File: src/mcfl_pkg.sv
`timescale 1ns / 1ps

package mcfl_pkg;

  localparam int QUEUE_DEPTH = 128;
  localparam int FRAME_BYTES = 12;
  localparam int BODY_BYTES  = FRAME_BYTES - 1;
  localparam int FRAME_W     = 8 * BODY_BYTES;
  localparam int MAX_PAYLOAD = 9;
  localparam int JQ_DEPTH    = 4;
  localparam logic [7:0] FILL_BYTE = 8'hFF;

  typedef enum logic [1:0] {
    KIND_TX      = 2'd0,
    KIND_VERDICT = 2'd1,
    KIND_REFUSE  = 2'd2
  } kind_t;

  typedef enum logic [2:0] {
    VERDICT_ACCEPTED    = 3'd0,
    VERDICT_UNSOLICITED = 3'd1,
    VERDICT_BAD_CHECKSUM = 3'd2,
    VERDICT_BAD_OPCODE  = 3'd3,
    VERDICT_BAD_SEQUENCE = 3'd4
  } verdict_t;

  // one unit of work for the output sequencer
  // data holds frame bytes 0..10 (tx) or reply bytes 0..10 (verdict), byte 0 lsb
  typedef struct packed {
    kind_t                kind;
    verdict_t             verdict;
    logic                 last;
    logic [FRAME_W-1:0]   data;
  } job_t;

endpackage

File: src/mcfl_jobq.sv
`timescale 1ns / 1ps

module mcfl_jobq #(
  parameter int DEPTH = mcfl_pkg::JQ_DEPTH
) (
  input  logic            clk,
  input  logic            rst_n,
  input  logic            push,
  input  mcfl_pkg::job_t  push_job,
  output logic            room,
  input  logic            pop,
  output mcfl_pkg::job_t  pop_job,
  output logic            not_empty
);

  localparam int PTR_W = $clog2(DEPTH);
  localparam int CNT_W = $clog2(DEPTH + 1);

  mcfl_pkg::job_t   mem_r [DEPTH];
  logic [PTR_W-1:0] wr_ptr_r, wr_ptr_nxt;
  logic [PTR_W-1:0] rd_ptr_r, rd_ptr_nxt;
  logic [CNT_W-1:0] cnt_r, cnt_nxt;

  assign room      = (cnt_r != CNT_W'(DEPTH));
  assign not_empty = (cnt_r != '0);
  assign pop_job   = mem_r[rd_ptr_r];

  always_comb begin
    wr_ptr_nxt = wr_ptr_r;
    rd_ptr_nxt = rd_ptr_r;
    cnt_nxt    = cnt_r;
    if (push) begin
      wr_ptr_nxt = (wr_ptr_r == PTR_W'(DEPTH - 1)) ? '0 : wr_ptr_r + 1'b1;
    end
    if (pop) begin
      rd_ptr_nxt = (rd_ptr_r == PTR_W'(DEPTH - 1)) ? '0 : rd_ptr_r + 1'b1;
    end
    if (push && !pop) begin
      cnt_nxt = cnt_r + 1'b1;
    end else if (pop && !push) begin
      cnt_nxt = cnt_r - 1'b1;
    end
  end

  always_ff @(posedge clk) begin
    if (!rst_n) begin
      wr_ptr_r <= '0;
      rd_ptr_r <= '0;
      cnt_r    <= '0;
    end else begin
      wr_ptr_r <= wr_ptr_nxt;
      rd_ptr_r <= rd_ptr_nxt;
      cnt_r    <= cnt_nxt;
    end
    if (push) begin
      mem_r[wr_ptr_r] <= push_job;
    end
  end

endmodule

File: config.mk
export PLATFORM = sky130hd
export DESIGN_NAME = mcfl_jobq
export DESIGN_NICKNAME = d
export VERILOG_FILES = /design/src/mcfl_pkg.sv /design/src/mcfl_jobq.sv
export SDC_FILE = /design/constraint.sdc
export NUM_CORES = 1
export LEC_CHECK = 0
export ABC_AREA = 1
export BUFFER_PORTS_ARGS = -buffer_cell sky130_fd_sc_hd__buf_2
export CAP_MARGIN = 20
export CORE_UTILIZATION = 49
export DETAILED_ROUTE_END_ITERATION = 10
export PLACE_DENSITY = 0.7
export REMOVE_ABC_BUFFERS = 1
export SYNTH_ARGS = -nofsm -noshare
export SYNTH_HDL_FRONTEND = slang
export SYNTH_SLANG_ARGS = --single-unit
File: constraint.sdc
create_clock -name clk -period 7.6 [get_ports clk]
set_input_delay 0 -clock clk [delete_from_list [all_inputs] [get_ports clk]]
set_output_delay 0 -clock clk [all_outputs]
set_load 0.05 [all_outputs]
==> key figures <==
Clock network
  – H-tree Lvls: 2
  – CTS Hold Bufs: 97
  – CTS Buffer Depth: 3
  – Resized cells post-CTS: 0
  – Setup Buffers After CTS: 0
  – CTS buffer count: 40
  – Worst-skew pair later-pin latency: 0.51 ns
  – CTS tree: done
  – CTS Root Cell: clkbuf_16
  – CTS sink cnt: 385
  – Clock transition at path regs: 0.06 ns

Synth
  – Post-Syn Area: 0.0144 mm²
  – Yosys reg bits: 385
  – Syn avg cell area: 14.8 µm²
  – Synth unique cells: 21
  – Yosys warns: 0
  – Register area share after synthesis: 0.799
  – Cells after Synth: 969

Die
  – Die height: 173 µm
  – Die area: 0.0300 mm²
  – I/O pin cnt: 194
  – Cell Rows: 62
  – Die Wd: 173 µm
  – Initial Utilization: 0.499
  – Core area: 0.0288 mm²

Timing
  – Worst Tran Pin Value: 1.06 ns
  – TNS Setup: 0 ns
  – Rel. slew slack: 0.292
  – Final min period: 3.35 ns
  – Post-Route Skew: 0.0152 ns
  – Fin crit share: 0.441
  – Hold Violations, Final: 0
  – Final setup fails: 0
  – RSZ-0062 raised after global routing: false
  – Max Fclk: 0.298 GHz
  – Max-slew violations: 0

Finish
  – Share of cells above drive strength 1: 0.203
  – Area Overhead vs Synth: 23.0%
  – Most frequent cells in the layout: edfxtp_1, nor2_1, buf_2
  – Non-Filler Instances: 1664
  – Net count, final: 1354
  – Fill cells: 2189
  – Most common cell after layout, fill and taps aside: edfxtp_1

Setup path
  – Critical Path Start Type: flop
  – Critical path's most frequent cell: buf_4
  – CP Max Fanout: 85
  – CP required: 7.60 ns
  – CP max-delay cell: buf_4
  – Worst Setup End Kind: primary output
  – CP bufs+invs: 3
  – Kind of cell adding the most delay to the critical path: buffers and inverters
  – CP arrival: 3.35 ns
  – Peak per-stage delay on the critical path: 0.75 ns
  – CP cell instances: buf_4 > buf_4 > o21ai_1 > o22ai_1 > buf_2
  – Crit Path Category: reg2out

Pwr
  – Design Power: 4.88 mW
  – VDD IR-drop max: 235 µV
  – Power per cell area: 276 mW/mm²
  – Leakage: 6.23 nW

Route
  – Routed WL per cell: 18.3 µm
  – Residual DRC: 0
  – DRT iter0 DRCs: 686
  – Antenna violation net count after detailed routing: 0
  – Via/cell ratio: 5.39
  – Total Wirelength: 30400 µm
  – Via count: 8969
  – First-pass iteration count of the detailed router: 5

Placed design
  – Placed insts: 1494
  – Placer Congestion: 0.735
  – Post-DP HPWL: 15900 µm
  – I/O Buffers: 193

Global route
  – Vias in the first global route: 8916
  – Initial antenna violation count: 1
  – Largest net degree at the start of global routing: 98
  – First-pass GRT wire length: 47200 µm
  – Global Route Usage Sum: 0.202
  – GRT overflow: 0

Worst hold path
  – HP Class: in2reg

Run status
  – Status: complete, no violations

Flow run
  – Max-cap violation count: 0
flip-flops by register name (all words and copies together), names as in the netlist, named ones only:
signal    flops
mem_r       376
rd_ptr_r      2
cnt_r         3
wr_ptr_r      2
synth_stat cells (all sizes together):
cell	number	area, µm²
nand2	8	30.0
a21oi	5	25.0
edfxtp	376	11300
fa	1	20.0
o22ai	94	588
inv	18	72.6
dfxtp	9	180
nor2	193	724
nand4	1	6.26
o21ai	192	961
nor3	2	10.0
ha	6	75.1
nand3	3	15.0
buf	22	216
clkbuf	39	146
area by class of cell:
class | instances | area [µm²] | share of cell area
well taps | 384 | 480 | 0.0272
repair buffers | 299 | 2000 | 0.113
multi-input cells | 505 | 2450 | 0.139
flip-flops and latches | 385 | 11500 | 0.650
inverters | 18 | 82.6 | 0.00468
clock buffers | 54 | 1070 | 0.0609
diodes | 1 | 2.50 | 0.000142
clock inverters | 18 | 83.8 | 0.00475
report_power, final:
group / switching (mW) / internal (mW)
registers: 0.0273 / 2.43
clock network: 0.734 / 0.990
logic: 0.533 / 0.172
total: 1.29 / 3.59
cell families (layout without fill, tap and decap cells):
group	after synthesis	count (layout)	synth area share
flops	385	385	0.799
buf+inv	79	389	0.0303
other cells	0	1	0
compound gates	291	291	0.110
simple gates	207	207	0.0547
fa+ha+maj	7	7	0.00662
final timing paths:
kind                        to          from  slack, ns  cells after the start
hold reg to reg    wr_ptr_r[1]   wr_ptr_r[1]       0.54                      2
setup / recovery   pop_job[69]          flop       4.25                      5
setup reg to reg  mem_r[3][16]   wr_ptr_r[0]       5.24                      4
hold / removal    mem_r[0][85]  push_job[85]       0.24                      2
metrics by stage:
stage                     setup WS [ns]   util  area [µm²]  hold WS [ns]
final                              4.25  0.614       17700         0.238
after detailed placement           4.81  0.540       15500         0.214
after CTS                          4.26  0.614       17700         0.223
after floorplan                    2.68      -       14000        0.0989
after global placement             4.80  0.540       15500         0.212
after global routing               3.98  0.614       17700         0.232
per-layer routing:
layer | global-route usage | up-vias | part of all wire
met1 | 0.274 | 4434 | 0.44
met5 | 0 | - | 0.00039
met2 | 0.337 | 268 | 0.48
li1 | - | 4221 | -
met3 | 0.0391 | 44 | 0.056
met4 | 0.0501 | 2 | 0.017
(Power assumes the default switching activity.)
