### config.mk
export PLATFORM = sky130hd
export DESIGN_NAME = mcfl_back_flat
export DESIGN_NICKNAME = d
export VERILOG_FILES = /design/src/mcfl_pkg.sv /design/src/mcfl_ifs.sv /design/src/mcfl_back.sv /design/src/flat_wrapper.sv
export SDC_FILE = /design/constraint.sdc
export NUM_CORES = 1
export LEC_CHECK = 0
export ABC_AREA = 1
export BUFFER_PORTS_ARGS = -buffer_cell sky130_fd_sc_hd__clkbuf_2
export CAP_MARGIN = 5
export CORE_UTILIZATION = 35
export CTS_CLUSTER_SIZE = 24
export DETAILED_ROUTE_END_ITERATION = 16
export GPL_ROUTABILITY_DRIVEN = 0
export GPL_TIMING_DRIVEN = 1
export PLACE_DENSITY_LB_ADDON = 0.25
export SYNTH_ARGS = -nofsm -noshare
export SYNTH_HDL_FRONTEND = slang
export SYNTH_SLANG_ARGS = --single-unit
### constraint.sdc
create_clock -name clk -period 9.7 [get_ports clk]
set_clock_uncertainty 0.15 [all_clocks]
set_input_delay 1.94 -clock clk [delete_from_list [all_inputs] [get_ports clk]]
set_output_delay 1.94 -clock clk [all_outputs]
set_load 0.02 [all_outputs]
### src/mcfl_pkg.sv
`timescale 1ns / 1ps

package mcfl_pkg;

  localparam int QUEUE_DEPTH = 128;
  localparam int FRAME_BYTES = 12;
  localparam int BODY_BYTES  = FRAME_BYTES - 1;
  localparam int FRAME_W     = 8 * BODY_BYTES;
  localparam int MAX_PAYLOAD = 9;
  localparam int JQ_DEPTH    = 4;
  localparam logic [7:0] FILL_BYTE = 8'hFF;

  typedef enum logic [1:0] {
    KIND_TX      = 2'd0,
    KIND_VERDICT = 2'd1,
    KIND_REFUSE  = 2'd2
  } kind_t;

  typedef enum logic [2:0] {
    VERDICT_ACCEPTED    = 3'd0,
    VERDICT_UNSOLICITED = 3'd1,
    VERDICT_BAD_CHECKSUM = 3'd2,
    VERDICT_BAD_OPCODE  = 3'd3,
    VERDICT_BAD_SEQUENCE = 3'd4
  } verdict_t;

  // one unit of work for the output sequencer
  // data holds frame bytes 0..10 (tx) or reply bytes 0..10 (verdict), byte 0 lsb
  typedef struct packed {
    kind_t                kind;
    verdict_t             verdict;
    logic                 last;
    logic [FRAME_W-1:0]   data;
  } job_t;

endpackage

### src/mcfl_ifs.sv


interface mcfl_out_if;
  logic        valid;
  logic        ready;
  logic [1:0]  kind;
  logic [7:0]  tx_byte;
  logic [2:0]  verdict;
  logic [7:0]  reply_opcode;
  logic [63:0] reply_payload_low;
  logic [7:0]  reply_byte_ten;
  logic        last;

  modport source (
    output valid, kind, tx_byte, verdict, reply_opcode, reply_payload_low,
           reply_byte_ten, last,
    input  ready
  );
  modport sink (
    input  valid, kind, tx_byte, verdict, reply_opcode, reply_payload_low,
           reply_byte_ten, last,
    output ready
  );
endinterface

### src/mcfl_back.sv
`timescale 1ns / 1ps

module mcfl_back (
  input  logic            clk,
  input  logic            rst_n,
  input  logic            job_valid,
  input  mcfl_pkg::job_t  job,
  output logic            pop,
  mcfl_out_if.source      out_ch
);

  localparam int NB = mcfl_pkg::BODY_BYTES;

  mcfl_pkg::job_t     cur_r;
  logic               cur_valid_r, cur_valid_nxt;
  logic [3:0]         idx_r, idx_nxt;
  logic [7:0]         sum_r, sum_nxt;

  logic               out_valid_r, out_valid_nxt;
  mcfl_pkg::kind_t    out_kind_r;
  logic [7:0]         out_tx_r;
  mcfl_pkg::verdict_t out_verdict_r;
  logic [7:0]         out_rop_r;
  logic [63:0]        out_rpl_r;
  logic [7:0]         out_rten_r;
  logic               out_last_r;

  logic               can_load, emit, is_tx, tx_final, cur_done;
  logic [7:0]         data_byte, tx_byte;

  assign can_load = !out_valid_r || out_ch.ready;
  assign emit     = cur_valid_r && can_load;
  assign is_tx    = (cur_r.kind == mcfl_pkg::KIND_TX);
  assign tx_final = (idx_r == 4'(NB));
  assign cur_done = emit && (!is_tx || tx_final);
  assign pop      = job_valid && (!cur_valid_r || cur_done);

  always_comb begin
    data_byte = '0;
    for (int i = 0; i < NB; i++) begin
      if (idx_r == 4'(i)) begin
        data_byte = cur_r.data[8*i +: 8];
      end
    end
  end

  // trailing byte is the running sum of the eleven before it
  assign tx_byte = tx_final ? sum_r : data_byte;

  always_comb begin
    cur_valid_nxt = cur_valid_r;
    idx_nxt       = idx_r;
    sum_nxt       = sum_r;
    if (pop) begin
      cur_valid_nxt = 1'b1;
      idx_nxt       = '0;
      sum_nxt       = '0;
    end else if (cur_done) begin
      cur_valid_nxt = 1'b0;
    end else if (emit) begin
      idx_nxt = idx_r + 4'd1;
      sum_nxt = sum_r + data_byte;
    end
    out_valid_nxt = emit ? 1'b1 : (out_ch.ready ? 1'b0 : out_valid_r);
  end

  always_ff @(posedge clk) begin
    if (!rst_n) begin
      cur_valid_r <= 1'b0;
      out_valid_r <= 1'b0;
      idx_r       <= '0;
      sum_r       <= '0;
    end else begin
      cur_valid_r <= cur_valid_nxt;
      out_valid_r <= out_valid_nxt;
      idx_r       <= idx_nxt;
      sum_r       <= sum_nxt;
    end
    if (pop) begin
      cur_r <= job;
    end
    if (emit) begin
      out_kind_r    <= cur_r.kind;
      out_tx_r      <= '0;
      out_verdict_r <= mcfl_pkg::VERDICT_ACCEPTED;
      out_rop_r     <= '0;
      out_rpl_r     <= '0;
      out_rten_r    <= '0;
      out_last_r    <= cur_r.last;
      unique case (cur_r.kind)
        mcfl_pkg::KIND_TX: begin
          out_tx_r   <= tx_byte;
          out_last_r <= tx_final;
        end
        mcfl_pkg::KIND_VERDICT: begin
          out_verdict_r <= cur_r.verdict;
          out_rop_r     <= cur_r.data[7:0];
          out_rpl_r     <= cur_r.data[79:16];
          out_rten_r    <= cur_r.data[87:80];
        end
        mcfl_pkg::KIND_REFUSE: begin
          out_last_r <= 1'b1;
        end
        default: begin
          out_last_r <= 1'b1;
        end
      endcase
    end
  end

  assign out_ch.valid             = out_valid_r;
  assign out_ch.kind              = out_kind_r;
  assign out_ch.tx_byte           = out_tx_r;
  assign out_ch.verdict           = out_verdict_r;
  assign out_ch.reply_opcode      = out_rop_r;
  assign out_ch.reply_payload_low = out_rpl_r;
  assign out_ch.reply_byte_ten    = out_rten_r;
  assign out_ch.last              = out_last_r;

endmodule

### src/flat_wrapper.sv
// flat-port wrapper written by rule: the top's interface ports become plain ports
module mcfl_back_flat 
  (clk, rst_n, job_valid, job, pop, out_ch_valid, out_ch_kind, out_ch_tx_byte, out_ch_verdict, out_ch_reply_opcode, out_ch_reply_payload_low, out_ch_reply_byte_ten, out_ch_last, out_ch_ready);
  mcfl_out_if out_ch_i ();
  input  logic clk;
  input  logic rst_n;
  input  logic job_valid;
  input  mcfl_pkg::job_t job;
  output logic pop;
  output wire logic [$bits(out_ch_i.valid)-1:0] out_ch_valid;
  output wire logic [$bits(out_ch_i.kind)-1:0] out_ch_kind;
  output wire logic [$bits(out_ch_i.tx_byte)-1:0] out_ch_tx_byte;
  output wire logic [$bits(out_ch_i.verdict)-1:0] out_ch_verdict;
  output wire logic [$bits(out_ch_i.reply_opcode)-1:0] out_ch_reply_opcode;
  output wire logic [$bits(out_ch_i.reply_payload_low)-1:0] out_ch_reply_payload_low;
  output wire logic [$bits(out_ch_i.reply_byte_ten)-1:0] out_ch_reply_byte_ten;
  output wire logic [$bits(out_ch_i.last)-1:0] out_ch_last;
  input wire logic [$bits(out_ch_i.ready)-1:0] out_ch_ready;
  assign out_ch_valid = out_ch_i.valid;
  assign out_ch_kind = out_ch_i.kind;
  assign out_ch_tx_byte = out_ch_i.tx_byte;
  assign out_ch_verdict = out_ch_i.verdict;
  assign out_ch_reply_opcode = out_ch_i.reply_opcode;
  assign out_ch_reply_payload_low = out_ch_i.reply_payload_low;
  assign out_ch_reply_byte_ten = out_ch_i.reply_byte_ten;
  assign out_ch_last = out_ch_i.last;
  assign out_ch_i.ready = out_ch_ready;
  mcfl_back u_core (.clk(clk), .rst_n(rst_n), .job_valid(job_valid), .job(job), .pop(pop), .out_ch(out_ch_i));
endmodule
==> impl_metrics.toml, run 1 <==
[critical_path]
crit_arrival_ns = 2.70
cpMostUsedCell = "clkbuf_2"
cp.required_ns = 7.61
worstReg2RegStart = "u_core.idx_r[1]"
r2r-end = "u_core.sum_r[6]"
crit_fanout = 3
r2r_cells = 26
cpMaxStageDelayCell = "a21oi_1"
path_class = "input pin to output port"
end_kind = "output port"
max_stage_delay_ns = 0.29
worstSetupStartpointType = "input pin"
regToRegSetupSlack_ns = 5.97
cp.depth = 6
cp_top_family = "buffers and inverters"
crit_buf_inv = 3
worstPathCellList = "clkbuf_2 -> inv_1 -> nand2_1 -> a21oi_1 -> nor2_4 -> clkbuf_2"

[min_path]
min_to = "u_core.out_ch.valid"
min_path_cells = 2
worstHoldStart = "u_core.cur_valid_r"
min-delay-path-class = "flop to flop"

[floorplan]
fp.dieH_um = 156
row_count = 56
start_util_pct = 35.6
core_sq_um = 23400
die-area_sq_um = 24400
design.portCount = 194
die_w_um = 156

[timing]
fin_crit_sh_pct = 49.3
relSlewSlack_pct = 36.8
fmax_mhz = 209
period_minus_slack_ns = 4.79
finalSetupTns_ns = 0
hold_violations = 0
finalMaxSlewViolations = 0
max_slew.worst_pin.slew_ns = 0.948
setup_violations = 0
whs_ns = 0.328
grt_setup_unrepaired = "false"

[run_status]
status = "complete, no violations"

[clock_network]
clk_pin_slew_ns = 0.06
cts_tree = "yes"
clock_latency_ns = 0.51
h-tree-depth = 1
cts_setup_buffers = 0
clock_sinks = 202
cts_buffers = 23
hold_buffers = 0
cts.repair.resized = 0
clockBufferDepth = 3
root_buffer = "clkbuf_16"

[pwr]
p_leak_uw = 0.00468
internal_power_uw = 1570
power_uw = 2020
pwr-share-comb_pct = 7.2
power_density_nw_per_um2 = 194
pwr-share-seq_pct = 50.5
peakVddDrop_mv = 0.138
swShare_pct = 22.4
p_clk_share_pct = 42.3
p_sw_uw = 453

[placement]
numPortBuffers = 193
dp_hpwl_um = 13900

[global_routing]
grt_pass1_wl_um = 28700
grt_pass1_vias = 5302
overflow = 0
grt_max_degree = 85
antenna_found_initial = 0
grt_usage_pct = 15.7

[synth]
syn_inst = 735
syn_nets = 847
syn_avg_cell_area_sq_um = 11.3
ys.warnings.count = 0
synthTopCellsByArea = "edfxtp_1 68%, inv_1 6.7%, nand2_1 4.7%"
synth.distinct_cells = 27
synth_top_area_share_pct = 67.7
synth_edf_count = 188
ys.flop_type = "edfxtp_1"
synth_top_area_cell = "edfxtp_1"
ys_seq_area_share_pct = 71.1
synth_area_sq_um = 8330
synth_seq_cells = 202
async_flop_share_pct = 0

[route]
drt-initial-drc-count = 251
ant_nets = 0
num_vias = 5557
wl_met2_um = 9090
drc = 0
routed.top_layer = "met4"
via_per_inst = 4.35
drt-pass1-iter-count = 4
detail_route.wirelength_um = 19200
post_drt_wl_per_cell_um = 15.0
wl_met1_um = 8520
routed-wl-met3_um = 1030

[finish]
area_growth_pct = 25.1
antenna_cells = 0
multi_input_area_sq_um = 1780
seqCellArea_sq_um = 5930
fill_cells = 2279
drive_gt1_share_pct = 26.7
layout.nets = 1055

[job]
max-cap-violations = 0
==> layout by cell type (no fill, tap or decap), types with 14 or more instances in the layout <==
| master | netlist | layout |
|---|---|---|
| clkbuf_2 | 0 | 193 |
| nor2_1 | 97 | 96 |
| a21oi_1 | 47 | 47 |
| o21ai_0 | 45 | 45 |
| nand3_1 | 22 | 22 |
| dfxtp_1 | 14 | 14 |
| nand2_1 | 105 | 104 |
| clkbuf_16 | 0 | 23 |
| inv_1 | 148 | 147 |
| edfxtp_1 | 188 | 188 |
==> metrics by stage <==
step / cells / area [sq um] / util, % / setup WS, ns
5_1_grt: 1278 / 10400 / 44.6 / 4.84
6_report: 1278 / 10400 / 44.6 / 4.91
3_3_place_gp: 1237 / 9690 / 41.4 / 4.90
2_1_floorplan: 735 / 8330 / - / 1.21
3_5_place_dp: 1237 / 9690 / 41.4 / 4.89
4_1_cts: 1278 / 10400 / 44.6 / 4.89
==> Yosys cell counts (2+ instances only) <==
| master | number |
|---|---|
| edfxtp_1 | 188 |
| inv_1 | 148 |
| nand2_1 | 105 |
| nor2_1 | 97 |
| a21oi_1 | 47 |
| o21ai_0 | 45 |
| nand3_1 | 22 |
| dfxtp_1 | 14 |
| ha_1 | 13 |
| clkbuf_1 | 10 |
| inv_2 | 8 |
| nor2_2 | 6 |
| o211ai_1 | 6 |
| nor2_4 | 4 |
| buf_2 | 3 |
| nand2_2 | 3 |
| nand4_1 | 3 |
| nor3_1 | 2 |
| xnor2_1 | 2 |
| xor2_1 | 2 |
==> worst reg2reg max path, stage by stage, from the launching register on <==
cell,delay [ns]
dfxtp_1,0.34
inv_1,0.10
ha_1,0.23
inv_2,0.13
nor2_2,0.31
nand2_1,0.09
nand3_1,0.09
o211ai_1,0.13
nand2_1,0.14
nand2_1,0.06
nand2_1,0.08
nand2_1,0.07
nand2_1,0.06
nand2_1,0.08
nand2_1,0.07
nand2_1,0.07
inv_1,0.06
ha_1,0.15
inv_1,0.05
fa_1,0.38
nor2_1,0.17
o21ai_0,0.11
nand2_1,0.11
a21o_1,0.12
a21oi_1,0.06
xor2_1,0.14
a21oi_1,0.08
==> worst max path at each step <==
stage | from | to | slack [ns]
2_1_floorplan | out_ch_ready | pop | 1.21
3_3_place_gp | out_ch_ready | pop | 4.90
3_5_place_dp | out_ch_ready | pop | 4.89
4_1_cts | out_ch_ready | pop | 4.89
5_1_grt | out_ch_ready | pop | 4.84
6_report | out_ch_ready | pop | 4.91
==> state kept, by name (all words and copies together) (netlist names) <==
name,cells
u_core.out_ch.valid,1
u_core.cur_r,94
u_core.out_ch.last,1
u_core.sum_r,8
u_core.cur_valid_r,1
u_core.out_ch.reply_payload_low,64
u_core.out_ch.verdict,3
u_core.out_ch.tx_byte,8
u_core.out_ch.reply_byte_ten,8
u_core.out_ch.reply_opcode,8
u_core.out_ch.kind,2
u_core.idx_r,4
==> power groups by stage <==
stage	clock network, uW	registers (uW)	logic (uW)
global placement	0	1040	148
finish	854	1020	146
global route	910	1020	163
detailed placement	0	1040	149
CTS	875	1020	150
floorplan	0	1060	61.4
==> final cells by class <==
cell class,instances,share of cell area [%]
timing repair buffer,196,9.48
clock inverter,13,1.42
multi-input combinational,364,17.1
sequential,202,56.8
inverter,156,5.64
tap,319,3.83
clock buffer,28,5.70
==> metal layers <==
metal	vias up	GRT usage, %
li1	2821	-
met4	0	4.72
met5	-	0
met1	2545	21.1
met3	32	2.69
met2	159	26.1
==> cells by family (layout without fill, tap and decap cells) <==
kind of cell,after synthesis,count (layout),synth area share (%)
buffers and inverters,169,393,7.66
xor gates and xnor gates,4,4,0.420
AOI/OAI and AO/OA,102,102,6.43
DFF,202,202,71.1
and+or+nand+nor,244,244,12.2
adders and majority gates,14,14,2.19
(Power assumes the default switching activity.)
==> run 2, diff against run 1 <==
==> constraint.sdc (replaced) <==
create_clock -name clk -period 5.01 [get_ports clk]
set_clock_uncertainty 0.15 [all_clocks]
set_input_delay 1.002 -clock clk [delete_from_list [all_inputs] [get_ports clk]]
set_output_delay 1.002 -clock clk [all_outputs]
set_load 0.02 [all_outputs]
==> impl_metrics.toml, run 2 (same netlist as run 1, synthesis figures left out) <==
[critical_path]
crit_fanout = 9
cp.required_ns = 5.22
cp_top_family = "simple AND/OR/NAND/NOR gates"
worstSetupStartpointType = "flop"
crit_arrival_ns = 3.80
max_stage_delay_ns = 0.37
cpMostUsedCell = "nand2_1"
path_class = "flop to flop"
crit_buf_inv = 4
end_kind = "flop"
cpMaxStageDelayCell = "fa_1"

[floorplan]
design.portCount = 194
start_util_pct = 35.6
die_w_um = 156
core_sq_um = 23400
row_count = 56
die-area_sq_um = 24400
fp.dieH_um = 156

[pwr]
pwr-share-seq_pct = 52.1
p_sw_uw = 878
p_leak_uw = 0.00466
peakVddDrop_mv = 0.196
power_density_nw_per_um2 = 365
internal_power_uw = 2910
p_clk_share_pct = 40.4
pwr-share-comb_pct = 7.5
swShare_pct = 23.2

[placement]
place_ws_ns = 1.44
dp_hpwl_um = 14500
numPortBuffers = 193

[clock_network]
cts_setup_buffers = 0
cts.repair.resized = 0
cts_tree = "yes"
clk_pin_slew_ns = 0.06
clockBufferDepth = 3
hold_buffers = 0
clock_sinks = 202
h-tree-depth = 1
cts_buffers = 23
root_buffer = "clkbuf_16"
clock_latency_ns = 0.51

[timing]
hold_violations = 0
fmax_mhz = 278
grt_setup_unrepaired = "false"
max_slew.worst_pin.slew_ns = 0.986
whs_ns = 0.328
finalSetupTns_ns = 0
period_minus_slack_ns = 3.59
finalMaxSlewViolations = 0
fin_crit_sh_pct = 71.7
worst_slack_ns = 1.42
setup_violations = 0
relSlewSlack_pct = 34.3

[finish]
largest_register = "u_core.cur_r"
postLayoutCoreUtil_pct = 44.4
area_growth_pct = 24.6
antenna_cells = 0
largest_reg_flops = 94
drive_gt1_share_pct = 26.5
final_common_cell = "clkbuf_2"
layout.nets = 1055
layout_common_cells = "193 x clkbuf_2, 188 x edfxtp_1, 147 x inv_1"

[route]
num_vias = 5729
drc = 0
via_per_inst = 4.48
detail_route.wirelength_um = 20200
drt-initial-drc-count = 384
post_drt_wl_per_cell_um = 15.8
drt-pass1-iter-count = 5
ant_nets = 0

[global_routing]
antenna_found_initial = 1
overflow = 0
grt_pass1_vias = 5423
grt_max_degree = 96
grt_pass1_wl_um = 29800
grt_usage_pct = 16.2

[run_status]
status = "complete, no violations"

[job]
max-cap-violations = 0

[min_path]
min-delay-path-class = "flop to flop"
run 2: cell types whose count changed in the layout (fill, tap and decap cells not counted):
| cell | previous run | this run |
|---|---|---|
| bufinv_16 | 3 | 0 |
| clkbuf_1 | 5 | 7 |
| clkbuf_8 | 0 | 2 |
| buf_12 | 0 | 1 |
| buf_4 | 3 | 2 |
| clkinv_1 | 2 | 3 |
| clkinv_2 | 6 | 5 |
| clkinv_4 | 0 | 1 |
| inv_8 | 1 | 0 |
run 2: layout make-up:
| type | instances | area [sq um] |
|---|---|---|
| timing repair buffer | 196 | 1000 |
| sequential | 202 | 5930 |
| tap | 319 | 399 |
| clock buffer | 32 | 629 |
| inverter | 156 | 588 |
| fill | 2248 | 13000 |
| multi-input combinational | 364 | 1780 |
| clock inverter | 10 | 53.8 |
run 2: per-layer routing:
metal / part of all wire [%] / GRT usage (%) / up-vias / routed length (um)
met5: 0 / 0 / - / 0
met4: 1.6 / 4.72 / 0 / 329
met3: 6.5 / 2.77 / 27 / 1300
met2: 48 / 27.1 / 192 / 9750
met1: 44 / 21.6 / 2685 / 8820
li1: - / - / 2825 / -
run 2: path summary, 6_finish.rpt:
kind | startpoint | slack [ns] | cells after the start | end
setup reg to reg | u_core.idx_r[1] | 1.42 | 26 | u_core.sum_r[6]
setup / recovery | u_core.idx_r[1] | 1.42 | 26 | u_core.sum_r[6]
hold reg to reg | u_core.cur_valid_r | 0.33 | 2 | u_core.out_ch.valid
hold / removal | u_core.cur_valid_r | 0.33 | 2 | u_core.out_ch.valid
run 2: per-stage QoR:
| stage | instances | total power, uW | area, sq um |
|---|---|---|---|
| 2_1_floorplan | 735 | 2170 | 8340 |
| 3_3_place_gp | 1237 | 2300 | 9700 |
| 3_5_place_dp | 1237 | 2300 | 9700 |
| 4_1_cts | 1279 | 3840 | 10400 |
| 5_1_grt | 1279 | 3940 | 10400 |
| 6_report | 1279 | 3790 | 10400 |
run 2: power groups by stage:
stage / Clock (uW) / Sequential (uW) / Combinational (uW)
floorplan: 0 / 2050 / 119
global placement: 0 / 2010 / 288
detailed placement: 0 / 2010 / 291
CTS: 1570 / 1970 / 292
global route: 1640 / 1980 / 316
finish: 1530 / 1970 / 285
run 2: worst min-delay path, stage by stage, from the launching register on:
cell     delay (ns)
dfxtp_1        0.31
inv_1          0.06
a21oi_1        0.06
